--- src/design/pmc_pkg.sv ---
// Shared types and constants for the polynomial multiply convolution core.
// No dependencies; imported by pmc_mac, pmc_seq and the top level.
`timescale 1ns / 1ps
`default_nettype none

package pmc_pkg;

  localparam int unsigned COEF_W   = 16;
  localparam int unsigned PROD_W   = 36;
  localparam int unsigned MUL_W    = 2 * COEF_W;
  localparam int unsigned INDEX_W  = 5;
  localparam int unsigned LEN_W    = 3;
  localparam int unsigned PADDR_W  = 3;
  localparam int unsigned PDATA_W  = 32;

  // Register indexes (word address on the config port)
  localparam logic [PADDR_W-3:0] REG_LEN_LOG2 = 1'b0;

  localparam logic [LEN_W-1:0] LEN_LOG2_RESET = 3'd2;

  // Tag that travels with one multiply-accumulate term
  typedef struct packed {
    logic valid;
    logic first;
  } pmc_issue_t;

endpackage : pmc_pkg

`default_nettype wire

--- src/design/pmc_ram.sv ---
// Generic single-write, single-read RAM with registered read data.
// No package dependencies.
`timescale 1ns / 1ps
`default_nettype none

module pmc_ram #(
  parameter int unsigned WIDTH  = 16,
  parameter int unsigned DEPTH  = 16,
  parameter int unsigned ADDR_W = (DEPTH > 1) ? $clog2(DEPTH) : 1
) (
  input  wire logic              clk_i,
  input  wire logic              we_i,
  input  wire logic [ADDR_W-1:0] waddr_i,
  input  wire logic [WIDTH-1:0]  wdata_i,
  input  wire logic [ADDR_W-1:0] raddr_i,
  output logic      [WIDTH-1:0]  rdata_o
);

  logic [WIDTH-1:0] mem_q [DEPTH];
  logic [WIDTH-1:0] rdata_q;

  always_ff @(posedge clk_i) begin
    if (we_i) begin
      mem_q[waddr_i] <= wdata_i;
    end
    rdata_q <= mem_q[raddr_i];
  end

  assign rdata_o = rdata_q;

endmodule : pmc_ram

`default_nettype wire

--- src/design/pmc_mac.sv ---
// Shared multiply-accumulate unit: product register, then 36-bit accumulator.
// Depends on pmc_pkg for widths and the issue tag type.
`timescale 1ns / 1ps
`default_nettype none

module pmc_mac
  import pmc_pkg::*;
(
  input  wire logic                     clk_i,
  input  wire logic                     rst_ni,
  input  wire pmc_issue_t               issue_i,
  input  wire logic signed [COEF_W-1:0] a_rd_i,
  input  wire logic signed [COEF_W-1:0] b_rd_i,
  output logic                          busy_o,
  output logic signed [PROD_W-1:0]      acc_o
);

  pmc_issue_t              tag1_q, tag2_q;
  logic signed [MUL_W-1:0]  prod_q;
  logic signed [PROD_W-1:0] acc_q, acc_d;

  // tag1 lines up with the RAM read data, tag2 with the product
  always_ff @(posedge clk_i or negedge rst_ni) begin
    if (!rst_ni) begin
      tag1_q <= '0;
      tag2_q <= '0;
    end else begin
      tag1_q <= issue_i;
      tag2_q <= tag1_q;
    end
  end

  always_comb begin
    acc_d = acc_q;
    if (tag2_q.valid) begin
      if (tag2_q.first) begin
        acc_d = PROD_W'(prod_q);
      end else begin
        acc_d = acc_q + PROD_W'(prod_q);
      end
    end
  end

  always_ff @(posedge clk_i) begin
    prod_q <= a_rd_i * b_rd_i;
    acc_q  <= acc_d;
  end

  assign busy_o = tag1_q.valid | tag2_q.valid;
  assign acc_o  = acc_q;

endmodule : pmc_mac

`default_nettype wire

--- src/design/pmc_seq.sv ---
// Sequencer: loads coefficient pairs, walks the (k, i) term loop over the
// shared MAC and holds the output register. Depends on pmc_pkg.
`timescale 1ns / 1ps
`default_nettype none

module pmc_seq
  import pmc_pkg::*;
#(
  parameter int unsigned AW = 4
) (
  input  wire logic                 clk_i,
  input  wire logic                 rst_ni,
  input  wire logic [AW-1:0]        n_m1_i,
  input  wire logic                 cfg_clear_i,
  input  wire logic                 in_valid_i,
  output logic                      in_stall_o,
  output logic                      ram_we_o,
  output logic [AW-1:0]             ram_waddr_o,
  output logic [AW-1:0]             a_raddr_o,
  output logic [AW-1:0]             b_raddr_o,
  output pmc_issue_t                issue_o,
  input  wire logic                 mac_busy_i,
  input  wire logic signed [PROD_W-1:0] acc_i,
  output logic                      out_valid_o,
  input  wire logic                 out_stall_i,
  output logic signed [PROD_W-1:0]  prod_coef_o,
  output logic [INDEX_W-1:0]        prod_index_o,
  output logic                      last_coef_o
);

  typedef enum logic [1:0] {
    S_LOAD,
    S_ISSUE,
    S_EMIT
  } state_e;

  state_e                   state_q, state_d;
  logic [AW-1:0]            cnt_q, cnt_d;
  logic [AW:0]              k_q, k_d;
  logic [AW-1:0]            i_q, i_d;
  logic [AW-1:0]            j_q, j_d;
  logic                     first_q, first_d;
  logic                     out_valid_q, out_valid_d;
  logic signed [PROD_W-1:0] coef_q, coef_d;
  logic [INDEX_W-1:0]       index_q, index_d;
  logic                     last_q, last_d;

  logic          accept;
  logic          term_last;
  logic [AW:0]   k_max;
  logic [AW:0]   k_nx;
  logic [AW:0]   n_m1_ext;
  logic [AW:0]   i_start;
  logic          slot_free;

  assign accept    = in_valid_i && (state_q == S_LOAD);
  assign term_last = (j_q == '0) || (i_q == n_m1_i);
  assign k_max     = {n_m1_i, 1'b0};
  assign k_nx      = k_q + 1'b1;
  assign n_m1_ext  = {1'b0, n_m1_i};
  assign i_start   = k_nx - n_m1_ext;
  assign slot_free = !out_valid_q || !out_stall_i;

  always_comb begin
    state_d     = state_q;
    cnt_d       = cnt_q;
    k_d         = k_q;
    i_d         = i_q;
    j_d         = j_q;
    first_d     = first_q;
    out_valid_d = out_valid_q;
    coef_d      = coef_q;
    index_d     = index_q;
    last_d      = last_q;

    // drop the held result once it is taken
    if (out_valid_q && !out_stall_i) begin
      out_valid_d = 1'b0;
    end

    unique case (state_q)
      S_LOAD: begin
        if (accept) begin
          if (cnt_q == n_m1_i) begin
            cnt_d   = '0;
            k_d     = '0;
            i_d     = '0;
            j_d     = '0;
            first_d = 1'b1;
            state_d = S_ISSUE;
          end else begin
            cnt_d = cnt_q + 1'b1;
          end
        end
      end
      S_ISSUE: begin
        first_d = 1'b0;
        if (term_last) begin
          state_d = S_EMIT;
        end else begin
          i_d = i_q + 1'b1;
          j_d = j_q - 1'b1;
        end
      end
      S_EMIT: begin
        if (!mac_busy_i && slot_free) begin
          out_valid_d = 1'b1;
          coef_d      = acc_i;
          index_d     = INDEX_W'(k_q);
          last_d      = (k_q == k_max);
          if (k_q == k_max) begin
            state_d = S_LOAD;
          end else begin
            k_d     = k_nx;
            first_d = 1'b1;
            state_d = S_ISSUE;
            if (k_nx <= n_m1_ext) begin
              i_d = '0;
              j_d = k_nx[AW-1:0];
            end else begin
              i_d = i_start[AW-1:0];
              j_d = n_m1_i;
            end
          end
        end
      end
      default: state_d = S_LOAD;
    endcase

    if (cfg_clear_i) begin
      cnt_d = '0;
    end
  end

  always_ff @(posedge clk_i or negedge rst_ni) begin
    if (!rst_ni) begin
      state_q     <= S_LOAD;
      cnt_q       <= '0;
      k_q         <= '0;
      i_q         <= '0;
      j_q         <= '0;
      first_q     <= 1'b0;
      out_valid_q <= 1'b0;
      coef_q      <= '0;
      index_q     <= '0;
      last_q      <= 1'b0;
    end else begin
      state_q     <= state_d;
      cnt_q       <= cnt_d;
      k_q         <= k_d;
      i_q         <= i_d;
      j_q         <= j_d;
      first_q     <= first_d;
      out_valid_q <= out_valid_d;
      coef_q      <= coef_d;
      index_q     <= index_d;
      last_q      <= last_d;
    end
  end

  assign in_stall_o    = (state_q != S_LOAD);
  assign ram_we_o      = accept;
  assign ram_waddr_o   = cnt_q;
  assign a_raddr_o     = i_q;
  assign b_raddr_o     = j_q;
  assign issue_o.valid = (state_q == S_ISSUE);
  assign issue_o.first = first_q;
  assign out_valid_o   = out_valid_q;
  assign prod_coef_o   = coef_q;
  assign prod_index_o  = index_q;
  assign last_coef_o   = last_q;

endmodule : pmc_seq

`default_nettype wire

--- src/design/polynomial_multiply_convolution_core.sv ---
// Top level of the polynomial multiply convolution core: config register,
// coefficient RAMs, sequencer and shared MAC. Depends on pmc_pkg, pmc_ram,
// pmc_mac and pmc_seq.
//
//   channel  | handshake                          | payload
//   ---------+------------------------------------+--------------------------------
//   input    | in_valid_i / in_stall_o            | a_coef_i, b_coef_i
//   output   | out_valid_o / out_stall_i          | prod_coef_o, prod_index_o, last_coef_o
//   config   | psel, penable, pwrite, pready      | paddr, pwdata, prdata
//
// Flow: a request that does not complete a run only writes the coefficient
// RAMs. The final request of a run starts the convolution on the single
// shared multiplier: each product coefficient passes through RAM read,
// product register and accumulate, and in_stall_o stays high until the
// last coefficient has been handed to the output register.
// Reset: control state clears, len_log2 returns to 2; coefficient RAMs are
// not cleared, since every run writes all entries it reads.
// Stalls: the output register holds a result while out_stall_i is high;
// the sequencer waits to hand over the next coefficient until it is free.
`timescale 1ns / 1ps
`default_nettype none

module polynomial_multiply_convolution_core
  import pmc_pkg::*;
#(
  parameter int unsigned MAX_LEN = 16
) (
  input  wire logic                      clk_i,
  input  wire logic                      rst_ni,
  // input request channel
  input  wire logic                      in_valid_i,
  output logic                           in_stall_o,
  input  wire logic signed [COEF_W-1:0]  a_coef_i,
  input  wire logic signed [COEF_W-1:0]  b_coef_i,
  // result channel
  output logic                           out_valid_o,
  input  wire logic                      out_stall_i,
  output logic signed [PROD_W-1:0]       prod_coef_o,
  output logic [INDEX_W-1:0]             prod_index_o,
  output logic                           last_coef_o,
  // config port
  input  wire logic                      psel,
  input  wire logic                      penable,
  input  wire logic                      pwrite,
  input  wire logic [PADDR_W-1:0]        paddr,
  input  wire logic [PDATA_W-1:0]        pwdata,
  output logic [PDATA_W-1:0]             prdata,
  output logic                           pready
);

  localparam int unsigned AW      = (MAX_LEN > 1) ? $clog2(MAX_LEN) : 1;
  // largest power of two that fits in MAX_LEN, as a log2
  localparam int unsigned MaxLog2 = $clog2(MAX_LEN + 1) - 1;

  logic [LEN_W-1:0]         len_q;
  logic [LEN_W-1:0]         len_eff;
  logic [AW:0]              n_full;
  logic [AW:0]              n_minus;
  logic [AW-1:0]            n_m1;
  logic                     cfg_wr;
  logic [PADDR_W-3:0]       reg_idx;

  logic                     ram_we;
  logic [AW-1:0]            ram_waddr;
  logic [AW-1:0]            a_raddr;
  logic [AW-1:0]            b_raddr;
  logic [COEF_W-1:0]        a_rd;
  logic [COEF_W-1:0]        b_rd;
  pmc_issue_t               issue;
  logic                     mac_busy;
  logic signed [PROD_W-1:0] acc;

  // Config register: write on the access phase, ignore other indexes
  assign reg_idx = paddr[PADDR_W-1:2];
  assign cfg_wr  = psel && penable && pwrite && (reg_idx == REG_LEN_LOG2);
  assign pready  = 1'b1;

  always_ff @(posedge clk_i or negedge rst_ni) begin
    if (!rst_ni) begin
      len_q <= LEN_LOG2_RESET;
    end else if (cfg_wr) begin
      len_q <= pwdata[LEN_W-1:0];
    end
  end

  always_comb begin
    unique case (reg_idx)
      REG_LEN_LOG2: prdata = PDATA_W'(len_q);
      default:      prdata = '0;
    endcase
  end

  // Clamp the run length to what the RAMs hold
  assign len_eff = (len_q > LEN_W'(MaxLog2)) ? LEN_W'(MaxLog2) : len_q;
  assign n_full  = (AW + 1)'(1) << len_eff;
  assign n_minus = n_full - (AW + 1)'(1);
  assign n_m1    = n_minus[AW-1:0];

  pmc_ram #(
    .WIDTH (COEF_W),
    .DEPTH (MAX_LEN),
    .ADDR_W(AW)
  ) u_a_ram (
    .clk_i  (clk_i),
    .we_i   (ram_we),
    .waddr_i(ram_waddr),
    .wdata_i(a_coef_i),
    .raddr_i(a_raddr),
    .rdata_o(a_rd)
  );

  pmc_ram #(
    .WIDTH (COEF_W),
    .DEPTH (MAX_LEN),
    .ADDR_W(AW)
  ) u_b_ram (
    .clk_i  (clk_i),
    .we_i   (ram_we),
    .waddr_i(ram_waddr),
    .wdata_i(b_coef_i),
    .raddr_i(b_raddr),
    .rdata_o(b_rd)
  );

  pmc_seq #(
    .AW(AW)
  ) u_seq (
    .clk_i       (clk_i),
    .rst_ni      (rst_ni),
    .n_m1_i      (n_m1),
    .cfg_clear_i (cfg_wr),
    .in_valid_i  (in_valid_i),
    .in_stall_o  (in_stall_o),
    .ram_we_o    (ram_we),
    .ram_waddr_o (ram_waddr),
    .a_raddr_o   (a_raddr),
    .b_raddr_o   (b_raddr),
    .issue_o     (issue),
    .mac_busy_i  (mac_busy),
    .acc_i       (acc),
    .out_valid_o (out_valid_o),
    .out_stall_i (out_stall_i),
    .prod_coef_o (prod_coef_o),
    .prod_index_o(prod_index_o),
    .last_coef_o (last_coef_o)
  );

  pmc_mac u_mac (
    .clk_i  (clk_i),
    .rst_ni (rst_ni),
    .issue_i(issue),
    .a_rd_i ($signed(a_rd)),
    .b_rd_i ($signed(b_rd)),
    .busy_o (mac_busy),
    .acc_o  (acc)
  );

endmodule : polynomial_multiply_convolution_core

`default_nettype wire
--- config.mk ---
export PLATFORM = sky130hd
export DESIGN_NAME = polynomial_multiply_convolution_core
export DESIGN_NICKNAME = d
export VERILOG_FILES = /design/src/design/pmc_pkg.sv /design/src/design/pmc_ram.sv /design/src/design/pmc_mac.sv /design/src/design/pmc_seq.sv /design/src/design/polynomial_multiply_convolution_core.sv
export SDC_FILE = /design/constraint.sdc
export NUM_CORES = 2
export LEC_CHECK = 0
export ABC_AREA = 1
export BUFFER_PORTS_ARGS = -buffer_cell sky130_fd_sc_hd__buf_2
export CORE_ASPECT_RATIO = 0.6
export CORE_MARGIN = 4
export CORE_UTILIZATION = 50
export CTS_CLUSTER_SIZE = 28
export DETAILED_ROUTE_END_ITERATION = 6
export HOLD_SLACK_MARGIN = 0.05
export PLACE_DENSITY_LB_ADDON = 0.25
export SLEW_MARGIN = 20
export SYNTH_ARGS = -nofsm -noshare
export SYNTH_HDL_FRONTEND = slang
export SYNTH_HIERARCHICAL = 1
export SYNTH_SLANG_ARGS = --single-unit
--- constraint.sdc ---
create_clock -name clk_i -period 10 [get_ports clk_i]
set_clock_uncertainty 0.15 [all_clocks]
set_input_delay 1 -clock clk_i [delete_from_list [all_inputs] [get_ports clk_i]]
set_output_delay 1 -clock clk_i [all_outputs]
set_load 0.02 [all_outputs]
==> run metrics <==
post-route ant nets=0; total CTS buffers=67; most used flip-flop cell after synthesis=edfxtp_1; DRC=0; crit path launch type=flip-flop; IO buf count=89; Worst Tran Pin Value=1.109 ns; Worst R2R Setup Slack=3.38 ns; M2 GR Usage=32.66%; total number of H-tree levels=3; vias per cell=between 5 and 6; FF+latch count, synth=682; CP Cell Sequence=nand2_1, inv_1, fa_1, fa_1, fa_1, fa_1, fa_1, inv_1, fa_1, inv_1, ha_1, a21oi_1, o21ai_0, nand2_1, o211ai_1, a21oi_1, nand2_1, xor2_1; Die ar.=~0.089 mm2; largest net degree at the start of global routing=99; crit path time final=approximately 6.6 ns; GP Congestion=0.9727; number of fillers in the final layout=7393; Wirelength per Cell=17.92 um; Initial Util=50.90%; cell taking the most area after synthesis=edfxtp_1; share of layout cells above drive strength 1=7.365%; die height=232.2 um; die span in x=381.7 um; Hold Crit Depth=0; critical register-to-register path endpoint=u_mac/prod_q[29]$_DFF_P_; Remaining Overflow, GRT=0; Worst EP required=between 10 and 15 ns; Setup Fix Bufs, Post-CTS=0; top-area cell type share of the netlist area=roughly two fifths; detailed placement HPWL=72370 um; first-pass GRT wire length=165800 um; EDFF count, synth=548; critical path endpoint category=flip-flop; Fmax=about 150 MHz; WP data arrival=6.98 ns; most common cell after layout, fill and taps aside=nand2_1; outcome=complete, no violations; Syn Inst Count=4710; number of global-route vias before repair=28640; Area Overhead vs Synth=8.560%; most frequent cells in the layout=nand2_1, inv_1, edfxtp_1, nand3_1, fa_1; max-slew violations=0; Hold EP=u_mac/tag2_q[0]$_DFF_PN0_; sequential fraction of the synthesis area=between 40% and 50%; I/O pins=151; Yosys warning count=6; most frequent cell on the critical path=fa_1; HP Class=flip-flop to flip-flop; met3 usage=5.714%; Hold Buf Count CTS=0; setup ws final=3.380 ns; FP Rows=~80; Post-Route WL=106000 um; core area=0.08229 mm2; met1 Use GR=39.00%; Reg clk slew, reported paths=about 0.060 ns; Skew-Pair Late Insertion Delay=roughly 0.64 ns; FFs w/ async S/R, synth=10.26%; Mean Syn Cell Area=8.894 um2; final setup fails=0; Final Cycle Share=66.20%; slew margin rel.=25.29%; number of library cell types mapped by synthesis=49; GR peak layer=met1; DRT Pass-1 Iters=6; drt first-iter violations=3313; worst-path maximum fanout=16; overall routing resource usage=approximately a quarter; dpl cell area=0.04324 mm2; detailed-route via count=between 30000 and 40000; initial antenna violation count=4; Post-CTS Resized=0; CTS sink count=682; Post-Place Worst Slack=between 3 and 4 ns; Reg2Reg Depth=18; Max Buffers Root-to-Sink=3; slowest CP cell=fa_1; reg-to-reg startpoint=u_a_ram/rdata_o[15]$_DFF_P_; CTS tree=built; mapped cell area=0.04189 mm2; Max-Cap Viols=0; top cells by area in the synthesized netlist=edfxtp_1, nand2_1, fa_1, inv_1, nand3_1; Final #Nets=between 5000 and 6000; CTS root buffer=clkbuf_16; unrepaired setup endpoints after global routing=no; slowest stage delay, CP=0.92 ns; CP delay by family, top=adder cells; hold path startpoint=u_mac/tag1_q[0]$_DFF_PN0_; crit path buf inv count=3; final setup TNS=0 ns; final hold vios=0; CP Class=flip-flop to flip-flop; final instance area=0.04548 mm2
stage by stage:
step	std cells	hold slack [ns]	utilization, %
2_1_floorplan	4738	0.1812	-
3_3_place_gp	5797	0.1957	52.53
3_5_place_dp	5797	0.1863	52.54
4_1_cts	5913	0.1984	55.26
5_1_grt	5914	0.2043	55.26
6_report	5914	0.2007	55.26
per-layer routing:
layer | wire, um | part of all wire [%]
met2 | 41530 | 39
met5 | 26 | 0.025
met3 | 11520 | 11
met4 | 1654 | 1.6
met1 | 51230 | 48
synthesized netlist by cell type, types with 8 or more instances:
library cell and instances:
or2_2 14, nand2_2 15, nand3b_1 10, buf_2 46, inv_2 13, ha_1 130
inv_1 988, dfrtp_1 69, nor2_2 10, o21bai_1 13, o21ai_1 8, a21oi_1 72
buf_4 70, nand4_1 18, o21ai_0 48, fa_1 264, dfxtp_1 64, xor2_1 35
edfxtp_1 548, nand2_1 1477, clkbuf_1 82, nand3_1 481, nor3_1 8, xnor2_1 19
nor2_1 152
how the worst max path moves through the flow:
stage | startpoint | endpoint | cells past startpoint
6_report | u_a_ram/rdata_o[15]$_DFF_P_ | u_mac/prod_q[29]$_DFF_P_ | 18
5_1_grt | u_a_ram/rdata_o[15]$_DFF_P_ | u_mac/prod_q[23]$_DFF_P_ | 18
4_1_cts | u_a_ram/rdata_o[15]$_DFF_P_ | u_mac/prod_q[31]$_DFF_P_ | 18
3_5_place_dp | u_a_ram/rdata_o[15]$_DFF_P_ | u_mac/prod_q[31]$_DFF_P_ | 18
3_3_place_gp | u_a_ram/rdata_o[15]$_DFF_P_ | u_mac/prod_q[29]$_DFF_P_ | 18
2_1_floorplan | u_b_ram/rdata_o[6]$_DFF_P_ | u_mac/prod_q[23]$_DFF_P_ | 19
logic make-up after synthesis:
| logic type | count (synthesis) | synth area share, % |
|---|---|---|
| xor+xnor | 54 | 1.129 |
| fa+ha+maj | 394 | 16.50 |
| buf+inv | 1209 | 11.71 |
| simple gates | 2203 | 21.90 |
| compound gates | 166 | 2.225 |
| flops | 682 | 46.52 |
| other cells | 2 | 0.01793 |
worst register-to-register path, stage by stage (launching register included):
cell,delay (ns)
dfxtp_1,0.77
nand2_1,0.20
inv_1,0.18
fa_1,0.57
fa_1,0.92
fa_1,0.52
fa_1,0.49
fa_1,0.55
inv_1,0.06
fa_1,0.53
inv_1,0.04
ha_1,0.37
a21oi_1,0.30
o21ai_0,0.24
nand2_1,0.10
o211ai_1,0.14
a21oi_1,0.16
nand2_1,0.08
xor2_1,0.14
flip-flops by register name, indices dropped and copies added (netlist names), 5 cells and up:
register / flops
u_mac/acc_o: 36
u_mac/prod_q: 32
u_seq/prod_coef_o: 36
u_a_ram/rdata_o: 16
u_seq/prod_index_o: 5
u_b_ram/mem_q: 256
u_b_ram/rdata_o: 16
u_a_ram/mem_q: 256
u_seq/k_q: 5
area by class of cell:
type | count | area (um2) | share of cell area (%)
Clock inverter | 37 | 451.7 | 0.9932
Inverter | 1002 | 3765 | 8.279
Clock buffer | 79 | 1784 | 3.923
Tap cell | 1120 | 1401 | 3.081
Multi-Input combinational cell | 2847 | 17700 | 38.91
Antenna cell | 1 | 2.502 | 0.005503
Sequential cell | 682 | 19500 | 42.88
Timing Repair Buffer | 146 | 875.8 | 1.926
Power is not shown: default switching activity piles up to over one toggle a cycle in this logic, so the estimate is an artifact.
